===== config.mk =====
export PLATFORM = sky130hd
export DESIGN_NAME = skt_cell
export DESIGN_NICKNAME = d
export VERILOG_FILES = /design/src/hdl/skt_pkg.sv /design/src/hdl/skt_cell.sv
export SDC_FILE = /design/constraint.sdc
export NUM_CORES = 1
export LEC_CHECK = 0
export BUFFER_PORTS_ARGS = -buffer_cell sky130_fd_sc_hd__clkbuf_2
export CORE_AREA = 2 2 115 117
export DETAILED_ROUTE_END_ITERATION = 16
export DIE_AREA = 0 0 117 119
export HOLD_SLACK_MARGIN = 0.02
export PLACE_DENSITY = 0.7
export SYNTH_ARGS = -nofsm -noshare
export SYNTH_HDL_FRONTEND = slang
export SYNTH_SLANG_ARGS = --single-unit

===== constraint.sdc =====
create_clock -name clk -period 4.2 [get_ports clk]
set_input_delay 0.21 -clock clk [delete_from_list [all_inputs] [get_ports clk]]
set_output_delay 0.21 -clock clk [all_outputs]
set_load 0.05 [all_outputs]

===== src/hdl/skt_pkg.sv =====
// Shared types and codes for the sorted key table.
`default_nettype none
package skt_pkg;

  localparam int KEY_W = 32;
  localparam int VAL_W = 40;
  localparam int SLOT_W = 7;
  localparam int CNT_W = 8;
  localparam int STAT_W = 3;
  localparam int IN_DATA_W = 80;
  localparam int OUT_DATA_W = 64;

  typedef enum logic [1:0] {
    CMD_INSERT = 2'd0,
    CMD_DELETE = 2'd1,
    CMD_SEARCH = 2'd2,
    CMD_NOP    = 2'd3
  } skt_cmd_t;

  localparam logic [STAT_W-1:0] ST_OK       = 3'd0;
  localparam logic [STAT_W-1:0] ST_FULL     = 3'd1;
  localparam logic [STAT_W-1:0] ST_DUP      = 3'd2;
  localparam logic [STAT_W-1:0] ST_EMPTY    = 3'd3;
  localparam logic [STAT_W-1:0] ST_NOTFOUND = 3'd4;

  typedef struct packed {
    logic cmp;
    logic ins;
    logic del;
  } skt_ctrl_t;

endpackage
`default_nettype wire


===== src/hdl/skt_cell.sv =====
// One table slot: holds a key and value, compares against the broadcast key, shifts.
`default_nettype none
module skt_cell
  import skt_pkg::*;
(
  input  wire logic                    clk,
  input  wire logic                    rst,
  input  wire skt_ctrl_t               ctrl,
  input  wire logic                    occ,
  input  wire logic signed [KEY_W-1:0] cmd_key,
  input  wire logic signed [VAL_W-1:0] cmd_value,
  input  wire logic                    prev_lt,
  input  wire logic signed [KEY_W-1:0] prev_key,
  input  wire logic signed [VAL_W-1:0] prev_value,
  input  wire logic signed [KEY_W-1:0] next_key,
  input  wire logic signed [VAL_W-1:0] next_value,
  output logic                         lt,
  output logic                         eq,
  output logic signed [KEY_W-1:0]      key,
  output logic signed [VAL_W-1:0]      value
);

  always_ff @(posedge clk) begin
    if (rst) begin
      lt <= 1'b0;
      eq <= 1'b0;
    end else if (ctrl.cmp) begin
      lt <= occ && (key < cmd_key);
      eq <= occ && (key == cmd_key);
    end
  end

  always_ff @(posedge clk) begin
    if (ctrl.ins && !lt) begin
      if (prev_lt) begin
        key   <= cmd_key;
        value <= cmd_value;
      end else begin
        key   <= prev_key;
        value <= prev_value;
      end
    end else if (ctrl.del && !lt) begin
      key   <= next_key;
      value <= next_value;
    end
  end

endmodule
`default_nettype wire


==> impl_metrics.ini <==
[timing]
whs_ps = 94.44
rsz0062_at_grt = false
setup_viol = 0
fin_crit_sh_pct = 49.37
fmax_ghz = 0.4823
timing.setup.tns_ps = 0
hold_viol = 0
worst_clock_skew_ps = 7.978
worstMarginPinSlew_ps = 1173
max-slew-margin-rel_pct = 21.81
period_minus_slack_ps = 2073
drv_slew = 0

[detailed_routing]
avgRoutedWirePerCell_um = 14.02
drt-vias-per-instance = 4.649
vias = 4221
drtIter0Drc = 157
first_pass_iters = 4
remaining_drc_errors = 0
ant_nets = 0
wl_um = 12730

[logic_synthesis]
synth-seq-cells = 74
yosys.cell_count.top_type = nand2_1
synthArstFlopShare_pct = 0
syn_inst = 441
synth_area_um2 = 4513
avgSynthCellArea_um2 = 10.23
synth-edff-count = 72
dominantRegCellSynth = edfxtp_1
ys_types = 27
synthTopCellsByArea = edfxtp_1 48%, mux2i_1 16%, ha_1 8.9%, o21ai_0 8.3%, nand2_1 6.8%
syn-num-nets = 696
ys_seq_area_share_pct = 48.79
netlist.area_leader.share_pct = 47.91
yosys_warnings = 0
synth_commonest_cells = 82 x nand2_1, 75 x o21ai_0, 72 x edfxtp_1, 72 x mux2i_1
synth.largest_area_cell = edfxtp_1

[clock_tree]
cts_resized = 0
cts-root-buf = clkbuf_16
numCtsBuffers = 9
cts_tree = yes
post-cts-setup-buffers = 0
cts_hold_buf = 0
cts_sinks = 74
clockBufferDepth = 2
clk_latency_ps = 340
cts_htree_levels = 3
path_clk_slew_ps = 50

[die]
die_h_um = 119
dieArea_um2 = 13920
start_util_pct = 35.05
io_pins = 297
row_count = 42
die_w_um = 117
core_region_area_um2 = 12870

[power_and_ir_drop]
power.switching_mw = 0.9921
p_per_area_nw_per_um2 = 428.6
combPwrFrac_pct = 32.4
ir_worst_vdd_mv = 0.1630
p_leak_nw = 3.380
p_int_mw = 1.793
p_total_mw = 2.786
p_seq_share_pct = 35.8
clkPwrFrac_pct = 31.8
swShare_pct = 35.62

[cells_and_area]
diodes = 0
nets = 982
drive_gt1_share_pct = 43.31
area_growth_syn_to_layout_pct = 44.03
fillCellCount = 1247
multi_input_area_um2 = 2107
regArea_um2 = 2202

[worst_setup_path]
end_kind = register
crit_path_max_incr_delay_ps = 920
cp_slowest_cell = nand2b_4
path_buf_inv = 1
crit_required_ps = 4280
critical-path-top-delay-family = simple AND/OR/NAND/NOR gates
cp-start-kind = register
path_max_fanout = 135
crit_arrival_ps = 2150
criticalPathCategory = reg -> reg
path_cells = nand2b_4, buf_4, o21ai_0

[run]
drv_cap = 0

[grt]
antenna_found_initial = 0
grt_overflow = 0
grt_usage_pct = 17.89
grt_max_degree = 136
grt_pass1_vias = 4058
grt_pass1_wl_um = 19020

[placement]
io_buffers = 296
dpl.hpwl_um = 10140
gp_congestion = 0.8060

[hold_path]
hold_path.class = in -> reg

[outcome]
outcome = completed
final timing paths:
kind,startpoint,end,slack [ps],cells after the start
setup reg to reg,lt,value[16],2130,3
setup / recovery,lt,value[16],2130,3
hold / removal,rst,eq,90,2
hold reg to reg,eq,eq,480,2
cell families after synthesis:
| group | Yosys count | synth area share [%] |
|---|---|---|
| AOI/OAI and AO/OA | 98 | 11.48 |
| adders and majority gates | 32 | 8.872 |
| buffers and inverters | 56 | 4.852 |
| DFF | 74 | 48.79 |
| muxes | 72 | 15.97 |
| and+or+nand+nor | 109 | 10.04 |
sequential cells by signal (all words and copies together) (netlist names):
| name | count |
|---|---|
| value | 40 |
| lt | 1 |
| key | 32 |
| eq | 1 |
cell usage in the layout, fill, tap and decap left out:
cell          n
inv_1        32
nand4_1       7
clkinv_4      2
nor2b_1       1
dfxtp_1       2
clkbuf_1      1
a21oi_2       1
a21oi_1      14
nand2_1      82
a21boi_0      1
or3_1         1
nor2_1        6
nor2_4        1
edfxtp_1     72
mux2i_1      72
buf_4         4
o21ai_0      75
bufinv_16     3
a211oi_1      1
nor3_1        2
nor3b_1       1
clkbuf_16     9
a221o_1       1
a22oi_1       1
clkbuf_2    295
ha_1         32
o211ai_1      2
nand2b_1      1
nor4_1        2
nand3_1       4
a21o_1        1
clkinvlp_4    1
nand2b_4      1
o31a_1        1
power by group through the flow:
stage	Combinational [mW]	Clock (mW)	Sequential, mW
global route	0.972	0.935	1.01
finish	0.901	0.887	0.997
CTS	0.913	0.910	0.999
detailed placement	0.910	0	1.01
floorplan	0.250	0	1.39
global placement	0.905	0	1.01
worst register-to-register path, stage by stage (launching register included):
cell and delay [ps]:
dfxtp_1 410, nand2b_4 920, buf_4 380, o21ai_0 100
final cells by class:
| type | instances | area share, % |
|---|---|---|
| Inverter | 32 | 1.848 |
| Tap cell | 176 | 3.388 |
| Clock inverter | 6 | 1.771 |
| Timing Repair Buffer | 299 | 23.18 |
| Multi-Input combinational cell | 311 | 32.42 |
| Clock buffer | 10 | 3.523 |
| Sequential cell | 74 | 33.88 |
routing by layer:
metal / routed length, um / track usage (%) / up-vias
li1: - / - / 2168
met3: 904 / 3.664 / 24
met4: 306 / 7.941 / 0
met5: 0 / 0 / -
met1: 5202 / 19.88 / 1845
met2: 6320 / 32.30 / 184
through the flow:
stage / instance area, um^2 / instances / utilization [%] / worst slack (ps)
finish: 6500 / 908 / 50.49 / 2127
global placement: 6156 / 892 / 47.81 / 2101
global route: 6500 / 908 / 50.49 / 1838
detailed placement: 6156 / 892 / 47.81 / 2099
floorplan: 4513 / 441 / - / 125.2
CTS: 6500 / 908 / 50.49 / 2070
Note: power is estimated with default switching activity, not from simulation.
